`src/hw/rtl/tjpg_pkg.sv`:
```
package tjpg_pkg;

    localparam int JOINTS = 3;
    localparam int JW     = 2;   // joint index width
    localparam int AW     = 16;  // angle width
    localparam int EW     = 17;  // error width
    localparam int DW     = 13;  // duty width
    localparam int MCW    = 16;  // multiplicand width
    localparam int MPW    = 32;  // multiplier width, one bit per cycle
    localparam int PW     = MCW + MPW;

    // register indexes
    localparam logic [2:0] REG_IR_THR    = 3'd0;
    localparam logic [2:0] REG_FORCE_THR = 3'd1;
    localparam logic [2:0] REG_BAND      = 3'd2;
    localparam logic [2:0] REG_PERIOD    = 3'd3;
    localparam logic [2:0] REG_OPEN      = 3'd4;
    localparam logic [2:0] REG_CLOSE     = 3'd5;
    localparam logic [2:0] REG_STEP      = 3'd6;

    // direction codes
    localparam logic [1:0] DIR_NONE = 2'd0;
    localparam logic [1:0] DIR_FWD  = 2'd1;
    localparam logic [1:0] DIR_REV  = 2'd2;

    // lamp codes
    localparam logic [1:0] LAMP_OFF   = 2'd0;
    localparam logic [1:0] LAMP_RED   = 2'd1;
    localparam logic [1:0] LAMP_GREEN = 2'd2;

    typedef struct packed {
        logic             start;
        logic [MCW-1:0]   mcand;
        logic [MPW-1:0]   mplier;
    } mul_req_t;

    typedef struct packed {
        logic             done;
        logic [PW-1:0]    product;
    } mul_rsp_t;

    // approach references, Q9.7 degrees
    function automatic logic signed [EW-1:0] ref_a(input logic [JW-1:0] j);
        unique case (j)
            2'd0:    ref_a = 17'sd3840;
            2'd1:    ref_a = 17'sd5760;
            2'd2:    ref_a = 17'sd11520;
            default: ref_a = '0;
        endcase
    endfunction

    // carry references, Q9.7 degrees
    function automatic logic signed [EW-1:0] ref_b(input logic [JW-1:0] j);
        unique case (j)
            2'd0:    ref_b = 17'sd3840;
            2'd1:    ref_b = -17'sd5760;
            2'd2:    ref_b = 17'sd8960;
            default: ref_b = '0;
        endcase
    endfunction

    // gains, Q8.8
    function automatic logic [MCW-1:0] kp_a(input logic [JW-1:0] j);
        unique case (j)
            2'd0:    kp_a = 16'd3840;
            2'd1:    kp_a = 16'd6912;
            2'd2:    kp_a = 16'd1920;
            default: kp_a = '0;
        endcase
    endfunction

    function automatic logic [MCW-1:0] ki_a(input logic [JW-1:0] j);
        unique case (j)
            2'd0:    ki_a = 16'd768;
            2'd1:    ki_a = 16'd2048;
            default: ki_a = '0;
        endcase
    endfunction

    function automatic logic [MCW-1:0] kp_b(input logic [JW-1:0] j);
        unique case (j)
            2'd0:    kp_b = 16'd2560;
            2'd1:    kp_b = 16'd3072;
            2'd2:    kp_b = 16'd3840;
            default: kp_b = '0;
        endcase
    endfunction

endpackage

```
`src/hw/rtl/three_joint_pi_gripper_controller.sv`:
```
// Three-joint PI arm controller with gripper control.
// Input channel s_*: one transfer per control tick carrying three joint
// angles and fresh IR and force samples. Result channel m_*: exactly one
// transfer per tick with the held motor duties, directions, gripper duty
// and lamps. Configuration channel cfg_*: always ready, one register per
// transfer; write only while the block is idle.
// Each tick runs five multiplies per joint on one shift-add multiplier that
// takes one multiplier bit per cycle; each multiply passes through the
// S_START and S_WAIT states, and the result is registered in S_APPLY once
// the last multiply of the last joint is done and the previous result is taken.
// One tick is in work at a time; the next input is taken once the result
// is registered, even while that result still waits on m_tready.
// A stalled receiver holds the result; the block finishes the next tick and
// then waits until the previous result is taken.
// Reset (aresetn low, synchronous) clears integrals, drives, directions and
// lamps, sets the gripper duty to 500 and loads the default registers.
module three_joint_pi_gripper_controller (
    input  logic        aclk,
    input  logic        aresetn,
    input  logic        s_tvalid,
    output logic        s_tready,
    // angle_a[15:0] angle_b[31:16] angle_c[47:32] ir_sample[57:48]
    // force_sample[67:58], zero fill above
    input  logic [71:0] s_tdata,
    output logic        m_tvalid,
    input  logic        m_tready,
    // duty_a[12:0] duty_b[25:13] duty_c[38:26] dir_a[40:39] dir_b[42:41]
    // dir_c[44:43] gripper_duty[57:45] lamps[59:58], zero fill above
    output logic [63:0] m_tdata,
    input  logic        cfg_valid,
    output logic        cfg_ready,
    input  logic [2:0]  cfg_index,
    input  logic [15:0] cfg_data
);

    typedef enum logic [1:0] {S_IDLE, S_START, S_WAIT, S_APPLY} state_t;

    localparam int NJ = tjpg_pkg::JOINTS;
    localparam int DW = tjpg_pkg::DW;
    localparam int EW = tjpg_pkg::EW;

    // multiply steps of one joint
    localparam logic [2:0] OP_INC_A  = 3'd0;
    localparam logic [2:0] OP_INC_B  = 3'd1;
    localparam logic [2:0] OP_P_A    = 3'd2;
    localparam logic [2:0] OP_DUTY_A = 3'd3;
    localparam logic [2:0] OP_DUTY_B = 3'd4;

    // configuration
    logic [9:0]    ir_thr_reg, force_thr_reg;
    logic [14:0]   band_reg;
    logic [DW-1:0] period_reg, open_reg, close_reg;
    logic [15:0]   step_reg;

    // tick state
    state_t         state_reg, state_next;
    logic [2:0]     op_reg, op_next;
    logic [1:0]     j_reg, j_next;
    logic [15:0]    ang_reg [NJ];
    logic [9:0]     ir_reg, force_reg;
    logic [9:0]     last_ir_reg, last_ir_next;
    logic [30:0]    sa_reg [NJ];
    logic [30:0]    sa_next [NJ];
    logic signed [31:0] sb_reg [NJ];
    logic signed [31:0] sb_next [NJ];
    logic [28:0]    pa_reg, pa_next;
    logic [DW-1:0]  da_reg [NJ];
    logic [DW-1:0]  da_next [NJ];
    logic [DW-1:0]  db_reg [NJ];
    logic [DW-1:0]  db_next [NJ];
    logic [DW-1:0]  hduty_reg [NJ];
    logic [DW-1:0]  hduty_next [NJ];
    logic [1:0]     hdir_reg [NJ];
    logic [1:0]     hdir_next [NJ];
    logic [DW-1:0]  hgrip_reg, hgrip_next;
    logic [1:0]     hlamp_reg, hlamp_next;
    logic           mvalid_reg, mvalid_next;
    logic [63:0]    mdata_reg, mdata_next;

    tjpg_pkg::mul_req_t req;
    tjpg_pkg::mul_rsp_t rsp;

    tjpg_smul u_smul (
        .aclk    (aclk),
        .aresetn (aresetn),
        .req     (req),
        .rsp     (rsp)
    );

    // errors of the joint in work
    logic signed [EW-1:0] ea_cur, eb_cur;
    logic [15:0]          mea_cur, meb_cur;
    logic                 s_xfer, load_out;

    always_comb begin
        ea_cur  = tjpg_pkg::ref_a(j_reg) - {ang_reg[j_reg][15], ang_reg[j_reg]};
        eb_cur  = tjpg_pkg::ref_b(j_reg) - {ang_reg[j_reg][15], ang_reg[j_reg]};
        mea_cur = ea_cur[EW-1] ? 16'(-ea_cur) : ea_cur[15:0];
        meb_cur = eb_cur[EW-1] ? 16'(-eb_cur) : eb_cur[15:0];
    end

    // operand select for the shared multiplier
    always_comb begin
        req.start  = (state_reg == S_START);
        req.mcand  = step_reg;
        req.mplier = {16'd0, mea_cur};
        unique case (op_reg)
            OP_INC_A: begin
                req.mcand  = step_reg;
                req.mplier = {16'd0, mea_cur};
            end
            OP_INC_B: begin
                req.mcand  = step_reg;
                req.mplier = {16'd0, meb_cur};
            end
            OP_P_A: begin
                req.mcand  = tjpg_pkg::kp_a(j_reg);
                req.mplier = {16'd0, mea_cur};
            end
            OP_DUTY_A: begin
                req.mcand  = tjpg_pkg::ki_a(j_reg);
                req.mplier = {1'b0, sa_reg[j_reg]};
            end
            default: begin
                req.mcand  = tjpg_pkg::kp_b(j_reg);
                req.mplier = {16'd0, meb_cur};
            end
        endcase
    end

    function automatic logic [DW-1:0] sat_duty(input logic [33:0] q,
                                               input logic [DW-1:0] per);
        sat_duty = (q > {21'd0, per}) ? per : q[DW-1:0];
    endfunction

    // apply-time errors of all joints
    logic signed [EW-1:0] ea_all [NJ];
    logic signed [EW-1:0] eb_all [NJ];
    logic [15:0]          meb1;
    logic                 approach, closing, ir_hit;

    always_comb begin
        for (int k = 0; k < NJ; k++) begin
            ea_all[k] = tjpg_pkg::ref_a(2'(k)) - {ang_reg[k][15], ang_reg[k]};
            eb_all[k] = tjpg_pkg::ref_b(2'(k)) - {ang_reg[k][15], ang_reg[k]};
        end
        meb1     = eb_all[1][EW-1] ? 16'(-eb_all[1]) : eb_all[1][15:0];
        approach = last_ir_reg < ir_thr_reg;
        ir_hit   = ir_reg >= ir_thr_reg;
        closing  = !approach || ir_hit;
    end

    assign s_xfer   = s_tvalid && s_tready;
    assign load_out = (state_reg == S_APPLY) && (!mvalid_reg || m_tready);

    always_comb begin
        logic [32:0] pr;
        logic [31:0] suma;
        logic signed [33:0] delta, sumb;
        logic [48:0] tot;
        pr           = rsp.product[32:0];
        suma         = '0;
        delta        = '0;
        sumb         = '0;
        tot          = '0;
        state_next   = state_reg;
        op_next      = op_reg;
        j_next       = j_reg;
        pa_next      = pa_reg;
        last_ir_next = last_ir_reg;
        hgrip_next   = hgrip_reg;
        hlamp_next   = hlamp_reg;
        mdata_next   = mdata_reg;
        mvalid_next  = mvalid_reg;
        for (int k = 0; k < NJ; k++) begin
            sa_next[k]    = sa_reg[k];
            sb_next[k]    = sb_reg[k];
            da_next[k]    = da_reg[k];
            db_next[k]    = db_reg[k];
            hduty_next[k] = hduty_reg[k];
            hdir_next[k]  = hdir_reg[k];
        end
        // drop the result once taken
        if (m_tready) begin
            mvalid_next = 1'b0;
        end
        unique case (state_reg)
            S_IDLE: begin
                if (s_xfer) begin
                    op_next    = OP_INC_A;
                    j_next     = '0;
                    state_next = S_START;
                end
            end
            S_START: begin
                state_next = S_WAIT;
            end
            S_WAIT: begin
                if (rsp.done) begin
                    unique case (op_reg)
                        OP_INC_A: begin
                            suma = {1'b0, sa_reg[j_reg]} + {16'd0, rsp.product[31:16]};
                            sa_next[j_reg] = suma[31] ? 31'h7FFF_FFFF : suma[30:0];
                        end
                        OP_INC_B: begin
                            delta = {18'd0, rsp.product[31:16]};
                            if (eb_cur[EW-1]) begin
                                delta = -delta;
                            end
                            sumb = {{2{sb_reg[j_reg][31]}}, sb_reg[j_reg]} + delta;
                            if (sumb > 34'sh0_7FFF_FFFF) begin
                                sb_next[j_reg] = 32'sh7FFF_FFFF;
                            end else if (sumb < -34'sh0_8000_0000) begin
                                sb_next[j_reg] = -32'sh8000_0000;
                            end else begin
                                sb_next[j_reg] = sumb[31:0];
                            end
                        end
                        OP_P_A: begin
                            pa_next = rsp.product[28:0];
                        end
                        OP_DUTY_A: begin
                            tot = {20'd0, pa_reg} + {1'b0, rsp.product};
                            da_next[j_reg] = sat_duty(tot[48:15], period_reg);
                        end
                        default: begin
                            db_next[j_reg] = sat_duty({16'd0, pr[32:15]}, period_reg);
                        end
                    endcase
                    state_next = S_START;
                    if (op_reg == OP_DUTY_B) begin
                        op_next = OP_INC_A;
                        if (j_reg == 2'(NJ - 1)) begin
                            state_next = S_APPLY;
                        end else begin
                            j_next = j_reg + 2'd1;
                        end
                    end else begin
                        op_next = op_reg + 3'd1;
                    end
                end
            end
            default: begin
                if (load_out) begin
                    // approach phase
                    if (approach) begin
                        for (int k = 0; k < NJ; k++) begin
                            if (ea_all[k] != '0) begin
                                hduty_next[k] = da_reg[k];
                                hdir_next[k]  = ea_all[k][EW-1] ? tjpg_pkg::DIR_REV
                                                                : tjpg_pkg::DIR_FWD;
                            end
                        end
                        hlamp_next = tjpg_pkg::LAMP_GREEN;
                        hgrip_next = '0;
                    end
                    // close check, carry and release
                    if (closing) begin
                        hlamp_next = tjpg_pkg::LAMP_RED;
                        if (force_reg > force_thr_reg) begin
                            hlamp_next = tjpg_pkg::LAMP_OFF;
                            if (eb_all[0] != '0) begin
                                hduty_next[0] = db_reg[0];
                                hdir_next[0]  = eb_all[0][EW-1] ? tjpg_pkg::DIR_REV
                                                                : tjpg_pkg::DIR_FWD;
                                if ({1'b0, meb1} < {2'b0, band_reg}) begin
                                    hgrip_next = open_reg;
                                    for (int k = 0; k < NJ; k++) begin
                                        hduty_next[k] = '0;
                                    end
                                end
                            end
                            for (int k = 1; k < NJ; k++) begin
                                if (eb_all[k] != '0) begin
                                    hduty_next[k] = db_reg[k];
                                    hdir_next[k]  = eb_all[k][EW-1] ? tjpg_pkg::DIR_REV
                                                                    : tjpg_pkg::DIR_FWD;
                                end
                            end
                        end else if (ir_hit && force_reg < force_thr_reg) begin
                            hgrip_next = close_reg;
                        end
                    end
                    last_ir_next = ir_reg;
                    mdata_next   = {4'd0, hlamp_next, hgrip_next,
                                    hdir_next[2], hdir_next[1], hdir_next[0],
                                    hduty_next[2], hduty_next[1], hduty_next[0]};
                    mvalid_next  = 1'b1;
                    state_next   = S_IDLE;
                end
            end
        endcase
    end

    always_ff @(posedge aclk) begin
        pa_reg <= pa_next;
        for (int k = 0; k < NJ; k++) begin
            da_reg[k] <= da_next[k];
            db_reg[k] <= db_next[k];
        end
        mdata_reg <= mdata_next;
        // capture the tick's input
        if (s_xfer) begin
            ang_reg[0] <= s_tdata[15:0];
            ang_reg[1] <= s_tdata[31:16];
            ang_reg[2] <= s_tdata[47:32];
            ir_reg     <= s_tdata[57:48];
            force_reg  <= s_tdata[67:58];
        end
        if (!aresetn) begin
            state_reg     <= S_IDLE;
            op_reg        <= OP_INC_A;
            j_reg         <= '0;
            last_ir_reg   <= '0;
            hgrip_reg     <= 13'd500;
            hlamp_reg     <= tjpg_pkg::LAMP_OFF;
            mvalid_reg    <= 1'b0;
            ir_thr_reg    <= 10'd700;
            force_thr_reg <= 10'd1000;
            band_reg      <= 15'd2560;
            period_reg    <= 13'd7200;
            open_reg      <= 13'd500;
            close_reg     <= 13'd6000;
            step_reg      <= 16'd655;
            for (int k = 0; k < NJ; k++) begin
                sa_reg[k]    <= '0;
                sb_reg[k]    <= '0;
                hduty_reg[k] <= '0;
                hdir_reg[k]  <= tjpg_pkg::DIR_NONE;
            end
        end else begin
            state_reg   <= state_next;
            op_reg      <= op_next;
            j_reg       <= j_next;
            last_ir_reg <= last_ir_next;
            hgrip_reg   <= hgrip_next;
            hlamp_reg   <= hlamp_next;
            mvalid_reg  <= mvalid_next;
            for (int k = 0; k < NJ; k++) begin
                sa_reg[k]    <= sa_next[k];
                sb_reg[k]    <= sb_next[k];
                hduty_reg[k] <= hduty_next[k];
                hdir_reg[k]  <= hdir_next[k];
            end
            // register writes
            if (cfg_valid) begin
                unique case (cfg_index)
                    tjpg_pkg::REG_IR_THR:    ir_thr_reg    <= cfg_data[9:0];
                    tjpg_pkg::REG_FORCE_THR: force_thr_reg <= cfg_data[9:0];
                    tjpg_pkg::REG_BAND:      band_reg      <= cfg_data[14:0];
                    tjpg_pkg::REG_PERIOD:    period_reg    <= cfg_data[12:0];
                    tjpg_pkg::REG_OPEN:      open_reg      <= cfg_data[12:0];
                    tjpg_pkg::REG_CLOSE:     close_reg     <= cfg_data[12:0];
                    tjpg_pkg::REG_STEP:      step_reg      <= cfg_data;
                    default: ;
                endcase
            end
        end
    end

    assign s_tready  = (state_reg == S_IDLE);
    assign m_tvalid  = mvalid_reg;
    assign m_tdata   = mdata_reg;
    assign cfg_ready = 1'b1;

endmodule

```
`src/hw/rtl/tjpg_smul.sv`:
```
module tjpg_smul (
    input  logic               aclk,
    input  logic               aresetn,
    input  tjpg_pkg::mul_req_t req,
    output tjpg_pkg::mul_rsp_t rsp
);

    logic [tjpg_pkg::PW-1:0]  p_reg, p_next;
    logic [4:0]               cnt_reg, cnt_next;
    logic                     run_reg, run_next;
    logic                     done_reg, done_next;
    logic [tjpg_pkg::MCW:0]   part;

    // add the multiplicand when the low multiplier bit is set
    assign part = {1'b0, p_reg[tjpg_pkg::PW-1:tjpg_pkg::MPW]}
                + (p_reg[0] ? {1'b0, req.mcand} : '0);

    always_comb begin
        p_next    = p_reg;
        cnt_next  = cnt_reg;
        run_next  = run_reg;
        done_next = 1'b0;
        if (req.start) begin
            p_next   = {{tjpg_pkg::MCW{1'b0}}, req.mplier};
            cnt_next = '0;
            run_next = 1'b1;
        end else if (run_reg) begin
            p_next   = {part, p_reg[tjpg_pkg::MPW-1:1]};
            cnt_next = cnt_reg + 5'd1;
            if (cnt_reg == 5'(tjpg_pkg::MPW - 1)) begin
                run_next  = 1'b0;
                done_next = 1'b1;
            end
        end
    end

    always_ff @(posedge aclk) begin
        p_reg   <= p_next;
        cnt_reg <= cnt_next;
        if (!aresetn) begin
            run_reg  <= 1'b0;
            done_reg <= 1'b0;
        end else begin
            run_reg  <= run_next;
            done_reg <= done_next;
        end
    end

    assign rsp.done    = done_reg;
    assign rsp.product = p_reg;

endmodule
```
`config.mk`:
```
export PLATFORM = sky130hd
export DESIGN_NAME = three_joint_pi_gripper_controller
export DESIGN_NICKNAME = d
export VERILOG_FILES = /design/src/hw/rtl/tjpg_pkg.sv /design/src/hw/rtl/three_joint_pi_gripper_controller.sv /design/src/hw/rtl/tjpg_smul.sv
export SDC_FILE = /design/constraint.sdc
export NUM_CORES = 1
export LEC_CHECK = 0
export ABC_AREA = 1
export BUFFER_PORTS_ARGS = -buffer_cell sky130_fd_sc_hd__buf_2
export CORE_MARGIN = 4
export CORE_UTILIZATION = 50
export DETAILED_ROUTE_END_ITERATION = 8
export GPL_ROUTABILITY_DRIVEN = 0
export PLACE_DENSITY = 0.74
export SLEW_MARGIN = 20
export SYNTH_ARGS = -nofsm -noshare
export SYNTH_HDL_FRONTEND = slang
export SYNTH_HIERARCHICAL = 1
export SYNTH_SLANG_ARGS = --single-unit
```
`constraint.sdc`:
```
create_clock -name aclk -period 8.8 [get_ports aclk]
set_clock_uncertainty 0.2 [all_clocks]
set_input_delay 1.32 -clock aclk [delete_from_list [all_inputs] [get_ports aclk]]
set_output_delay 1.32 -clock aclk [all_outputs]
set_load 0.02 [all_outputs]
```
==> results.json <==
{
  "p_int_mw": 4.76,
  "drtIter0Drc": 2730,
  "crit_family": "simple AND/OR/NAND/NOR gates",
  "finalSetupViolCount": 0,
  "path_clk_slew_ns": 0.06,
  "maxUsedRoutingLayer": "met5",
  "finish.utilization_pct": 56.3,
  "synth_edf_count": 267,
  "core_area_sq_um": 63300,
  "grt_overflow": 0,
  "avgViaCountPerCell": 5.41,
  "whs_path_depth": 2,
  "clock-sinks": 551,
  "netlist_instances": 4370,
  "min_period_ns": 5.14,
  "clock_path_buffers": 3,
  "cpMostUsedCell": "nand2_1",
  "slowest_delay_ns": 0.68,
  "cts_resized": 0,
  "synth_top_area_share_pct": 25.0,
  "clockPowerShare_pct": 36.9,
  "critPathMaxFanout": 26,
  "dr_wl_met3_microns": 6560,
  "p_per_area_nw_per_um2": 193,
  "detail-route-antenna-nets": 0,
  "dp_hpwl_microns": 64100,
  "grt_pass1_vias": 26800,
  "initial_utilization_pct": 50.8,
  "drt-met1-wl_microns": 37300,
  "synthTopCellsByArea": "edfxtp_1 (25%), dfxtp_1 (18%), nand2_1 (14%)",
  "ff_latch_area_sq_um": 13700,
  "crit_buf_inv": 4,
  "netSwitchingPower_mw": 2.13,
  "worst_hold_path_type": "register to register",
  "antenna_found_initial": 1,
  "worst-path-stages": 25,
  "p_leak_nw": 16.7,
  "min_to": "close_reg[4]",
  "crit_path_start_kind": "register",
  "cts_tree": "built",
  "rsz0062_at_grt": "no",
  "grt_pass1_wl_microns": 141000,
  "holdCritStartpoint": "close_reg[4]",
  "synth_common_cells": "nand2_1 (1194), inv_1 (562), nor2_1 (459), o21ai_0 (301), nand3_1 (289)",
  "synth.avg_cell_area_sq_um": 7.35,
  "slew_headroom_pct": 30.7,
  "ys_seq_area_share_pct": 42.6,
  "crit_required_ns": 8.95,
  "synthFlopType": "dfxtp_1",
  "row_count": 92,
  "port_buffers": 153,
  "drive_gt1_share_pct": 8.56,
  "syn_area_sq_um": 32100,
  "worst_slack_ns": 3.66,
  "cap_violations": 0,
  "largest_register_ffs": 93,
  "ff2ff_path_depth": 25,
  "yosysWarnings": 6,
  "hold_viol": 0,
  "swShare_pct": 30.9,
  "num_antenna_cells": 0,
  "hold_buffers": 0,
  "cts_buffers": 59,
  "grt.total_usage_pct": 25.5,
  "dieHeight_microns": 262,
  "num_vias": 29000,
  "place_area_sq_um": 33600,
  "synth_cell_types": 63,
  "dieArea_sq_um": 68400,
  "run_status": "complete, no violations",
  "p_seq_share_pct": 41.9,
  "tightest_slew_ns": 1.03,
  "die_x_microns": 262,
  "p_comb_share_pct": 21.2,
  "io_pins": 163,
  "final_nets": 4729,
  "worstPathArrival_ns": 5.29,
  "wl_met2_microns": 41300,
  "post_cts_buffers": 0,
  "synth-seq-cells": 551,
  "path_class": "register to register",
  "dr.pass1.iters": 8,
  "final_cells": 5368,
  "synth_most_common_cell": "nand2_1",
  "crit_path_top_delay_cell": "nand4_2",
  "timing.rr.start": "ang_reg[1][0]",
  "timing.rr.end": "m_tdata[35]",
  "hold_ws_ns": 0.254,
  "max_freq_mhz": 195,
  "cp-end-kind": "register",
  "yosysTopAreaCell": "edfxtp_1",
  "htreeDepth": 2,
  "syn2layout_area_growth_pct": 10.9,
  "n_fill_cell": 5993,
  "drc": 0,
  "drt-total-wl_microns": 88700,
  "multiInputGateArea_sq_um": 15600,
  "dp_cells": 5257,
  "stdcell_area_sq_um": 35600,
  "grt_max_degree": 103,
  "finalPower_mw": 6.88,
  "wl_per_cell_microns": 16.5,
  "post-route-period-util_pct": 58.4,
  "clk_latency_ns": 0.62,
  "clockRootBuffer": "clkbuf_16",
  "fin_tns_setup_ns": 0,
  "slew_violations": 0,
  "async_flop_share_pct": 0,
  "peakVddDrop_mv": 0.154,
  "reg2reg_slack_ns": 3.66,
  "post-place-ws_ns": 3.80
}
-- routing by layer --
metal / track usage, % / up-vias
met2: 42.8 / 1048
met3: 3.55 / 213
li1: - / 14500
met1: 33.5 / 13300
met5: 0 / -
met4: 9.82 / 2
-- how the worst max path moves through the flow --
stage / from / endpoint / slack, ns
6_report: ang_reg[1][0] / m_tdata[35] / 3.66
3_5_place_dp: ang_reg[1][0] / m_tdata[35] / 3.80
3_3_place_gp: ang_reg[1][0] / m_tdata[38] / 3.88
5_1_grt: ang_reg[1][0] / hduty_reg[0][19] / 3.10
2_1_floorplan: s_tvalid / register / 1.22
4_1_cts: ang_reg[1][0] / m_tdata[35] / 3.74
-- worst min-delay path: stages (launching register included) --
cell and delay (ns):
dfxtp_1 0.32, nand2_1 0.05, nand3_1 0.05
-- cell families after synthesis --
kind of cell,after synthesis,synth area share (%)
buffers and inverters,736,8.93
AOI/OAI and AO/OA,704,12.0
DFF,551,42.6
xor gates and xnor gates,68,1.99
other,2,0.0234
and+or+nand+nor,2148,28.1
adders and majority gates,161,6.32
-- cell type report --
type	instances	share of cell area [%]
clock buffers	75	4.63
clock inverters	36	1.00
inverters	581	6.13
multi-input cells	3087	43.8
flip-flops and latches	551	38.5
well taps	846	2.97
repair buffers	192	2.98
-- power groups by stage --
| stage | Sequential (mW) | Clock (mW) | Combinational (mW) |
|---|---|---|---|
| floorplan | 2.90 | 0 | 1.05 |
| global placement | 2.94 | 0 | 1.40 |
| detailed placement | 2.94 | 0 | 1.42 |
| CTS | 2.88 | 2.58 | 1.43 |
| global route | 2.90 | 2.69 | 1.63 |
| finish | 2.89 | 2.54 | 1.46 |
-- cells in the final DEF (no fill, tap or decap), types with 7 or more instances in the layout --
| cell | count |
|---|---|
| a211oi_1 | 10 |
| a21oi_1 | 255 |
| a31oi_1 | 8 |
| buf_2 | 152 |
| buf_4 | 40 |
| clkbuf_1 | 7 |
| clkbuf_16 | 61 |
| clkbuf_8 | 7 |
| clkinv_1 | 13 |
| clkinv_2 | 14 |
| dfxtp_1 | 284 |
| edfxtp_1 | 267 |
| ha_1 | 159 |
| inv_1 | 562 |
| inv_2 | 14 |
| nand2_1 | 1194 |
| nand2_2 | 18 |
| nand3_1 | 289 |
| nand3b_1 | 35 |
| nand4_1 | 58 |
| nor2_1 | 455 |
| nor2_2 | 14 |
| nor3_1 | 27 |
| nor3_2 | 10 |
| nor4_1 | 7 |
| o211ai_1 | 59 |
| o21ai_0 | 301 |
| o21ai_1 | 32 |
| or2_2 | 17 |
| xnor2_1 | 24 |
| xor2_1 | 41 |
(Power assumes the default switching activity.)
